## src/rtl/kfcl_ram.sv

```systemverilog
module kfcl_ram #(
    parameter int WIDTH = 8,
    parameter int DEPTH = 16
) (
    input  logic                     aclk,
    input  logic                     we,
    input  logic [$clog2(DEPTH)-1:0] addr,
    input  logic [WIDTH-1:0]         wdata,
    output logic [WIDTH-1:0]         rdata
);

    logic [WIDTH-1:0] mem [DEPTH];

    // Write through the single port, register the read
    always_ff @(posedge aclk) begin
        if (we) begin
            mem[addr] <= wdata;
        end
        rdata <= mem[addr];
    end

endmodule

```

## config.mk

```make
export PLATFORM = sky130hd
export DESIGN_NAME = kfcl_ram
export DESIGN_NICKNAME = d
export VERILOG_FILES = /design/src/rtl/kfcl_ram.sv
export SDC_FILE = /design/constraint.sdc
export NUM_CORES = 1
export LEC_CHECK = 0
export ABC_CLOCK_PERIOD_IN_PS = 1750
export BUFFER_PORTS_ARGS = -buffer_cell sky130_fd_sc_hd__buf_2
export CORE_MARGIN = 2
export CORE_UTILIZATION = 54
export CTS_CLUSTER_DIAMETER = 100
export DETAILED_ROUTE_END_ITERATION = 6
export GPL_TIMING_DRIVEN = 0
export PLACE_DENSITY = 0.73
export SLEW_MARGIN = 20
export SYNTH_ARGS = -nofsm -noshare
export SYNTH_HDL_FRONTEND = slang
export SYNTH_SLANG_ARGS = --single-unit
```

## constraint.sdc

```tcl
create_clock -name aclk -period 1.75 [get_ports aclk]
set_input_delay 0.35 -clock aclk [delete_from_list [all_inputs] [get_ports aclk]]
set_output_delay 0.35 -clock aclk [all_outputs]
set_load 0.05 [all_outputs]
```

* Word level (Yosys, flattened, before mapping)
Memory sizes are Yosys's and may differ from the RTL's. A register that Yosys moved wholly into a read port is not among the register bits. Cells that the tools add are included.
Word-level totals: bits in registers 0, RAM bits 128, logic and storage cells 3, memories 1
Cells by class: muxes and demuxes 2
Memories:
- mem | depth 16, bits a word 8, read ports 1, clocked after Yosys merged registers in 1, write ports 1, line 12 | logic [WIDTH-1:0] mem [DEPTH];
Operators with widths (count):
- 1-bit two-way mux | 2

* Longest topological paths before layout
depth after elaboration 2, depth in mapped cells 5

* Worst setup path after synthesis
No wires, ideal clock.
kind input port to flip-flop, from input addr[2], to memory mem[0][0], enable pin, library setup time 0.383 ns, data arrival time 1.460 ns, required time 1.367 ns, path slack -0.093 ns, stages on the path 2, buffers on the path 0, cells stage by stage or3b_2 nor3_1
RTL lines:
- from (decl) | line 7 | input logic [$clog2(DEPTH)-1:0] addr,
- to (decl) | line 12
No word-level cell before the write port.

* Worst setup path after layout
from input addr[0], to memory mem[1][3], enable pin
No word-level cell before the write port.

==> run metrics <==
outcome finished clean; Netlist cell types 18; synth-to-layout area growth 16.0%; Bufs on Longest Clock Path 2; Num CTS Buffers 17; Clock Sinks 136; Final Hold Fails 0; Sw Pwr 1.52 mW; Die ar. 10200 um2; vias in the first global route 2389; Internal 5.79 mW; Synth Register Bits 136; Synth area leader edfxtp_1; DRC viols 0; largest net degree at the start of global routing 17; LEAKAGE 1.90 nW; DPL Wire Length 5.75 mm; post-route cell area 5880 um2; Reg area 4000 um2; Gate power share 0.058; Worst Tran Pin Value 0.812 ns; Clk pwr share 0.442; hold buffers post-CTS 0; Post-synth EDFFs 128; row cnt 35; cell with the most instances after synthesis edfxtp_1; critical path arrival 1.81 ns; Avg Cell Area, Syn 22.0 um2; fillers 568; Sw Share 0.208; RSZ-0062 raised after global routing no; Hold Crit Class primary input to flip-flop; max_slew headroom 0.456; Vias/cell 6.16; fin crit share 0.951; slowest stage delay, CP 0.66 ns; critical path fanouts, max 10; Placeable Area 9150 um2; gpl congestion 0.801; initial antenna violation count 0; initial core utilization 0.554; Max Clk Rate 0.601 GHz; Seq pwr share 0.501; CP max stage cell nor2_1; Die Ht 101 um; post-route antenna net violation count 0; Post-CTS Resized 1; top cells by area, synth edfxtp_1, mux4_2, dfxtp_1, a22oi_1, nor2_1; TritonCTS clock tree built; Synth top cells by count edfxtp_1, mux4_2, a22oi_1, nor2_1, nand2_1; multi-input logic area 1040 um2; first drt pass iteration count 5; first-pass GRT wire length 14.4 mm; 1st-iter DRT viols 193; Mapped Area 5070 um2; die span in x 101 um; IO Port Bufs 19; pwr dens 1250 nW/um2; yosys warns 0; WL/cell 24.8 um; main flop type after synthesis edfxtp_1; Clock Skew 0.00702 ns; cells after synthesis 230; crit end category flip-flop; startpoint types primary input; worst vdd ir 774 uV; total grt overflow 0; htree depth 4; WP data required 1.89 ns; Yosys top cell area share 0.759; Max Slew Vio Count 0; Post-CTS Setup Bufs 0; sequential share of the synthesized area 0.790; Setup Viol. Count Final 0; Setup CP Type primary input to flip-flop; Async S/R FF share, synth 0; All-Layer GR Usage 0.212; share of cells above drive strength 1 0.332; Skew-Pair Late Insertion Delay 0.52 ns; final WL 9.68 mm; WHS 0.250 ns; clock root buffer clkbuf_8; Ports 22; maxcap violations 0; syn_nets 244; post-layout minimum cycle time 1.66 ns; Clock transition at path regs 0.06 ns; CP cell instances buf_1 > nand2b_1 > nor2_1; vias 2409; Final #Nets 281; ant diodes 0; placed cell area 5320 um2
power groups by stage:
stage	Clock (mW)	Combinational (mW)	Sequential, mW
finish	3.23	0.421	3.66
global placement	0	0.405	3.72
floorplan	0	0.189	3.80
detailed placement	0	0.414	3.73
global route	3.42	0.448	3.67
CTS	3.25	0.420	3.66
routing by layer:
metal  track usage  routed length, um
met1         0.294               3850
met2         0.318               4820
met3        0.0610                836
met4        0.0917                175
met5             0                  0
registers in the layout (all words and copies together) (netlist names):
| name | flops |
|---|---|
| mem | 128 |
| rdata | 8 |
cell usage in the layout, fill, tap and decap left out:
master and n:
clkinv_2 2, nor2b_1 2, bufinv_16 2, nand3_1 1, and2_1 1, nand2b_1 2
or3b_2 1, nor3_2 4, mux4_2 32, dfxtp_1 8, a22oi_1 16, clkbuf_1 8
clkinv_1 2, clkbuf_16 16, clkbuf_8 1, nor2_1 5, nand3b_1 2, nand2_1 9
nor2_2 8, buf_6 2, edfxtp_1 128, buf_1 3, clkinv_4 1, clkinvlp_4 2
clkbuf_2 1, buf_2 21
cell type report:
class                   count  area share
flip-flops and latches    136       0.681
multi-input cells          83       0.178
clock buffers              23      0.0743
well taps                 111      0.0236
clock inverters             9      0.0172
repair buffers             19      0.0162
plain buffers              10     0.00958
worst max-delay path: cells and delay by family:
kind / cells / cell delay, ns
AND/OR/NAND/NOR: 2 / 0.94
buffers and inverters: 1 / 0.51
cell families (layout without fill, tap and decap cells):
group	count (synthesis)	count (layout)	synth area share
buffers and inverters	11	61	0.0119
multiplexers	32	32	0.142
AO/OA/AOI/OAI	16	16	0.0237
AND/OR/NAND/NOR	35	35	0.0321
flip-flops	136	136	0.790
final timing paths:
path | end | slack [ns] | cells past startpoint | from
max | mem[1][3] | 0.09 | 3 | addr[0]
min | mem[10][0] | 0.25 | 1 | wdata[0]
min reg2reg | rdata[1] | 0.71 | 3 | mem[0][1]
max reg2reg | rdata[4] | 0.34 | 3 | mem[11][4]
metrics by stage:
| step | util | power [mW] | TNS (ns) | std cells | worst slack [ns] |
|---|---|---|---|---|---|
| finish | 0.642 | 7.32 | 0 | 391 | 0.0858 |
| global route | 0.642 | 7.53 | 0 | 391 | 0.00718 |
| CTS | 0.641 | 7.33 | -6.44 | 392 | -0.145 |
| detailed placement | 0.582 | 4.14 | -60.76 | 360 | -0.650 |
| global placement | 0.580 | 4.13 | -61.77 | 360 | -0.582 |
| floorplan | - | 3.99 | -2.46 | 230 | -0.0381 |
(Power assumes the default switching activity.)
