## src/rtl/kfcl_pkg.sv

```systemverilog
package kfcl_pkg;

    // Keyframe storage
    localparam int MAX_KEYS  = 16;
    localparam int KEY_LIMIT = (MAX_KEYS < 16) ? MAX_KEYS : 16;
    localparam int KEY_AW    = (KEY_LIMIT > 1) ? $clog2(KEY_LIMIT) : 1;
    localparam int CNT_W     = 5;

    // Interpolation lanes: five primitive bytes (lod lowest) then four environment bytes
    localparam int PRIM_LANES = 5;
    localparam int NUM_LANES  = 9;
    localparam int WORD_W     = 8 * NUM_LANES;

    // Divider: |delta| (8 bits) times |offset| (16 bits)
    localparam int PROD_W = 24;
    localparam int STEP_W = $clog2(PROD_W);

    typedef enum logic {
        ACT_LOAD = 1'b0,
        ACT_EVAL = 1'b1
    } action_t;

    typedef enum logic [1:0] {
        REG_LOOP_LENGTH = 2'd0,
        REG_KEY_COUNT   = 2'd1,
        REG_ENV_ENABLE  = 2'd2,
        REG_ALPHA_RATIO = 2'd3
    } cfg_reg_t;

    typedef enum logic [2:0] {
        ST_IDLE,
        ST_MOD,
        ST_WALK_RD,
        ST_WALK_CMP,
        ST_START_RD,
        ST_START_CAP,
        ST_DIV,
        ST_FINISH
    } state_t;

    // One keyframe entry as held in the table memory
    typedef struct packed {
        logic [31:0] env;
        logic [39:0] prim;
        logic [15:0] key_time;
    } key_entry_t;

    localparam int ENTRY_W = $bits(key_entry_t);

    // Request to the shared divider
    typedef struct packed {
        logic        start;
        logic [15:0] off_mag;
        logic [15:0] len_mag;
    } div_req_t;

endpackage

```

## src/rtl/kfcl_div.sv

```systemverilog
module kfcl_div import kfcl_pkg::*; (
    input  logic                          aclk,
    input  logic                          aresetn,
    input  div_req_t                      req,
    input  logic [NUM_LANES-1:0][7:0]     d_mag,
    output logic                          done,
    output logic [NUM_LANES-1:0][7:0]     quot
);

    localparam logic [STEP_W-1:0] LAST_STEP = STEP_W'(PROD_W - 1);

    logic                              busy_reg, busy_next;
    logic                              done_reg, done_next;
    logic [STEP_W-1:0]                 cnt_reg, cnt_next;
    logic [15:0]                       divisor_reg;
    logic [NUM_LANES-1:0][PROD_W-1:0]  dvd_reg, dvd_next;
    logic [NUM_LANES-1:0][15:0]        rem_reg, rem_next;
    logic [NUM_LANES-1:0][16:0]        trial;
    logic [NUM_LANES-1:0]              fits;

    // Control: the products are loaded at start, then one quotient bit per cycle
    always_comb begin
        busy_next = busy_reg;
        cnt_next  = cnt_reg;
        done_next = 1'b0;
        if (req.start) begin
            busy_next = 1'b1;
            cnt_next  = '0;
        end else if (busy_reg) begin
            cnt_next = cnt_reg + 1'b1;
            if (cnt_reg == LAST_STEP) begin
                busy_next = 1'b0;
                done_next = 1'b1;
            end
        end
    end

    always_ff @(posedge aclk) begin
        if (!aresetn) begin
            busy_reg <= 1'b0;
            done_reg <= 1'b0;
            cnt_reg  <= '0;
        end else begin
            busy_reg <= busy_next;
            done_reg <= done_next;
            cnt_reg  <= cnt_next;
        end
    end

    // Restoring division step in every lane against the shared divisor
    always_comb begin
        for (int k = 0; k < NUM_LANES; k++) begin
            trial[k] = {rem_reg[k], dvd_reg[k][PROD_W-1]};
            fits[k]  = (trial[k] >= {1'b0, divisor_reg});
            if (req.start) begin
                dvd_next[k] = PROD_W'(d_mag[k] * req.off_mag);
                rem_next[k] = '0;
            end else if (busy_reg) begin
                rem_next[k] = fits[k] ? 16'(trial[k] - {1'b0, divisor_reg})
                                      : trial[k][15:0];
                dvd_next[k] = {dvd_reg[k][PROD_W-2:0], fits[k]};
            end else begin
                rem_next[k] = rem_reg[k];
                dvd_next[k] = dvd_reg[k];
            end
        end
    end

    always_ff @(posedge aclk) begin
        if (req.start) begin
            divisor_reg <= req.len_mag;
        end
        dvd_reg <= dvd_next;
        rem_reg <= rem_next;
    end

    // Quotient has shifted fully into the dividend register when done
    always_comb begin
        for (int k = 0; k < NUM_LANES; k++) begin
            quot[k] = dvd_reg[k][7:0];
        end
    end

    assign done = done_reg;

endmodule

```

## config.mk

```make
export PLATFORM = sky130hd
export DESIGN_NAME = kfcl_div
export DESIGN_NICKNAME = d
export VERILOG_FILES = /design/src/rtl/kfcl_pkg.sv /design/src/rtl/kfcl_div.sv
export SDC_FILE = /design/constraint.sdc
export NUM_CORES = 2
export LEC_CHECK = 0
export ABC_CLOCK_PERIOD_IN_PS = 6800
export BUFFER_PORTS_ARGS = -buffer_cell sky130_fd_sc_hd__buf_2
export CAP_MARGIN = 20
export CORE_ASPECT_RATIO = 1.4
export CORE_MARGIN = 5
export CORE_UTILIZATION = 45
export DETAILED_ROUTE_END_ITERATION = 12
export GPL_ROUTABILITY_DRIVEN = 0
export MAX_ROUTING_LAYER = met4
export PLACE_DENSITY = 0.57
export SLEW_MARGIN = 20
export SYNTH_ARGS = -nofsm -noshare
export SYNTH_HDL_FRONTEND = slang
export SYNTH_SLANG_ARGS = --single-unit
```

## constraint.sdc

```tcl
create_clock -name aclk -period 6.8 [get_ports aclk]
set_input_delay 0.34 -clock aclk [delete_from_list [all_inputs] [get_ports aclk]]
set_output_delay 0.34 -clock aclk [all_outputs]
set_load 0.005 [all_outputs]
```

-- Yosys cells after proc, flatten, opt, wreduce, memory -nomap -nowiden
Cells that the tools add are included.
- register bits: 383
- input port bits: 107
- logic and storage cells: 87
- add/sub/neg operators: 10
- $mul: 9
- order comparisons: 9
- equal/unequal tests: 1
- mux-type cells: 31
- bitwise gates (word level): 2
- reductions and logical operators: 3
- operators by type and width (cell ; count):
    2-to-1 mux 24 bit ; 18
    multiplier 8 x 16 -> 24 bit ; 9
    >= comparator 17 x 16 -> 1 bit ; 9
    2-to-1 mux 16 bit ; 9
    subtractor 16 bit ; 9
    adder 5 x 1 -> 5 bit, second input constant ; 1
    equality test 5 bit, second input constant ; 1
    2-to-1 mux 1 bit ; 4
    OR reduction 3 bit ; 1
    inverter 1 bit ; 2
    nonzero test 2 bit ; 1
    OR reduction 2 bit ; 1

-- Depth between registers and ports, before layout
- depth in word-level cells: 4
- depth in mapped cells: 22

-- Least setup slack after synthesis
OpenSTA, ideal clock, no wires.
- path kind: register to register
- start: reg busy_reg
- end: reg dvd_reg[104] in the netlist's numbering, enable pin
- setup time: 0.569 ns
- arrival: 5.163 ns
- path slack: 1.068 ns
- cell stages (with the launch flop): 5
- buffers on the path: 2
- cell sequence: dfxtp_1 -> clkbuf_1 -> nor2_1 -> clkbuf_1 -> inv_1
- longest elaborated chain between the ends: 1
- ends and longest elaborated chain (what ; RTL line ; text):
    start: declaration ; kfcl_div.sv:12 ; logic busy_reg, busy_next;
    start signal: assignment ; kfcl_div.sv:44 ; busy_reg <= busy_next;
    nonzero test 2 bit (no line) ; -- ;
    end signal: assignment ; kfcl_div.sv:73 ; dvd_reg <= dvd_next;
    end: declaration ; kfcl_div.sv:16 ; logic [NUM_LANES-1:0][PROD_W-1:0] dvd_reg, dvd_next;
Every way passes these cells.
A chain may end at the register's enable or synchronous reset.

==> flow_summary.ini <==
[global_route]
grt_pass1_wl_um = 251000
overflow = 0
track_usage_pct = 22.9
grt_max_degree = 149
grt_pass1_vias = 47300
antenna_found_initial = 14

[yosys]
synthDominantCellAreaShare_pct = 25.8
ys_async_sr_fraction_pct = 0
yosysSeqAreaShare_pct = 16.8
avgSynthCellArea_um2 = 9.13
syn-cell-area_mm2 = 0.0593
synth.area.top_cells = fa_1 (26%), edfxtp_1 (12%), ha_1 (11%)
ys_ff_latch = 383
yosysUniqueCellTypes = 87
synth-edff-count = 232
synth_cells = 6496
yosysTopAreaCell = fa_1
synth_nets = 7909
ys_warn_count = 0
synth_ff_type = edfxtp_1

[clock_tree]
cts_tree = done
clk_latency_ns = 0.67
cts.sink_count = 383
cts_buffers = 49
cts-root-buf = clkbuf_16
htree_levels = 2
cts_buffer_depth = 3
clk_pin_slew_worst_paths_ns = 0.06
post_cts_buffers = 0

[critical_path]
r2r-end = quot[40]
ff2ff_path_depth = 12
cp_cell_sequence = buf_2 > nand2_1 > fa_1 > fa_1 > inv_1 > fa_1 > inv_1 > fa_1 > inv_1 > ha_1 > o21ai_0 > a21o_1 > a211oi_1 > nor2_1 > o31ai_1 > a221oi_1 > xnor2_1 > mux2_2
worst_setup_path_start_kind = primary input
cp_common_cell = fa_1
slowest_stage = buf_2
max_stage_delay_ns = 0.81
crit_arrival_ns = 5.93
crit_type = primary input to flop
end_kind = flop
required_ns = 7.18
crit_path_max_fanout = 38
r2r_setup_slack_ns = 2.51
r2r-start = divisor_reg[1]

[finish]
n_fill_cell = 12600
multi_input_area_mm2 = 0.0441
fin_nets = 7858
final_common_cell = and2_1
fin_cells = 8245
area_delta_synth_final_pct = 6.99
mostFrequentLayoutCells = and2_1 (974), inv_1 (938), fa_1 (765)
stdcell_area_mm2 = 0.0635
regArea_mm2 = 0.00999
drive_gt1_share_pct = 8.22

[routing]
drc = 0
drt_pass1_iterations = 6
vias = 44200
drt-initial-drc-count = 2145
routedWlPerCell_um = 18.6
ant_nets = 0
vias_per_cell = 5.36
wl_um = 153000

[sta]
worst_pin_slew_ns = 1.17
setup_viol = 0
max_freq_ghz = 0.180
fin_crit_sh_pct = 81.5
relSlewSlack_pct = 22.1
whs_ns = 0.164
hold_violations = 0
report.final.slew_viol_count = 0
fin_worst_skew_ns = 0.0611
tns_ns = 0
rsz0062_at_grt = false
period_needed_ns = 5.54

[floorplan]
ioPinCount = 180
die_area_mm2 = 0.139
std_cell_rows = 157
start_util_pct = 45.3
core-area_mm2 = 0.131
dieHeight_um = 440
die_w_um = 317

[job]
maxCapViolations = 0

[pwr]
internal_power_mw = 11.0
p_per_area_mw_per_mm2 = 308
finalPower_mw = 19.5
p_sw_share_pct = 43.5
switchingPower_mw = 8.49
p_comb_share_pct = 66.1
clkPwrFrac_pct = 14.8
p_leak_nw = 30.2
pwr-share-seq_pct = 19.1
ir_worst_vdd_mv = 0.219

[placed_design]
postPlaceCellArea_mm2 = 0.0615
io_buffers = 179
dp_cells = 8126
post-dp-hpwl_um = 112000

[hold_path]
min-delay-start = req[32]
holdPathEnd = divisor_reg[5]
hold_path_depth = 1
hp-class = primary input to flop

[run_status]
status = finished, final reports clean
metrics by stage:
| step | utilization, % | setup WS, ns |
|---|---|---|
| after global placement | 47.0 | 0.757 |
| after global routing | 48.5 | 0.996 |
| after floorplan | - | 1.07 |
| after CTS | 48.5 | 1.33 |
| after detailed placement | 47.0 | 0.660 |
| final | 48.5 | 1.26 |
synthesized netlist by cell type (all sizes together), types with 73 or more instances:
master,n
and2,974
inv,940
fa,765
ha,541
nand2,429
clkbuf,290
nor2,269
edfxtp,232
a21oi,228
o21ai,180
xnor2,177
dfxtp,151
mux2,148
a21o,135
buf,91
a211oi,89
nand3,82
xor2,77
mux2i,73
cell type report:
class	count	area share [%]
timing repair buffer	279	2.89
antenna	10	0.0394
clock inverter	34	0.672
clock buffer	58	2.10
inverter	941	5.58
multi-input combinational	4791	69.5
tap	1749	3.45
sequential	383	15.7
critical path: cells and delay by family:
kind	cells	cell delay (ns)
adder cells (fa/ha/maj)	5	2.29
AO/OA/AOI/OAI	5	1.48
buffers and inverters	4	0.95
AND/OR/NAND/NOR	2	0.43
multiplexers	1	0.26
XOR/XNOR	1	0.16
power by group through the flow:
stage / Combinational, mW / Sequential [mW] / Clock (mW)
2_1_floorplan: 10.3 / 3.67 / 0
3_3_place_gp: 12.8 / 3.78 / 0
3_5_place_dp: 12.9 / 3.78 / 0
4_1_cts: 13.0 / 3.74 / 3.00
5_1_grt: 14.7 / 3.80 / 3.08
6_report: 12.9 / 3.73 / 2.89
layer usage:
layer,share of wire (%),track usage (%),vias up,wire (um)
li1,-,-,21000,-
met1,43,28.3,22300,66200
met2,51,40.6,772,77700
met3,3.7,2.46,199,5730
met4,2.4,5.21,0,3670
met5,0,-,-,0
logic make-up (layout without fill, tap and decap cells):
family	Yosys count	after routing	synth area share, %
mux	221	221	4.04
other cells	0	10	0
fa+ha+maj	1306	1306	37.2
xor+xnor	254	254	3.75
simple gates	2064	2064	18.6
flops	383	383	16.8
buf+inv	1322	1312	8.88
compound gates	946	946	10.6
worst max-delay path by stage:
stage,to,cells after the start,startpoint,slack [ns]
5_1_grt,dvd_reg[71],18,req[17],1.0
3_5_place_dp,dvd_reg[71],18,req[17],0.66
6_report,dvd_reg[71],18,req[17],1.26
2_1_floorplan,dvd_reg[104],4,busy_reg,1.07
3_3_place_gp,dvd_reg[71],18,req[17],0.76
4_1_cts,dvd_reg[71],18,req[17],1.33
timing repair:
item,in CTS,in global routing
endpoints found under the hold margin,19,0
endpoints found under the setup margin,0,0
resized for setup,0,0
hold buffers,17,0
No activity file was read; power rests on OpenSTA's default activity.
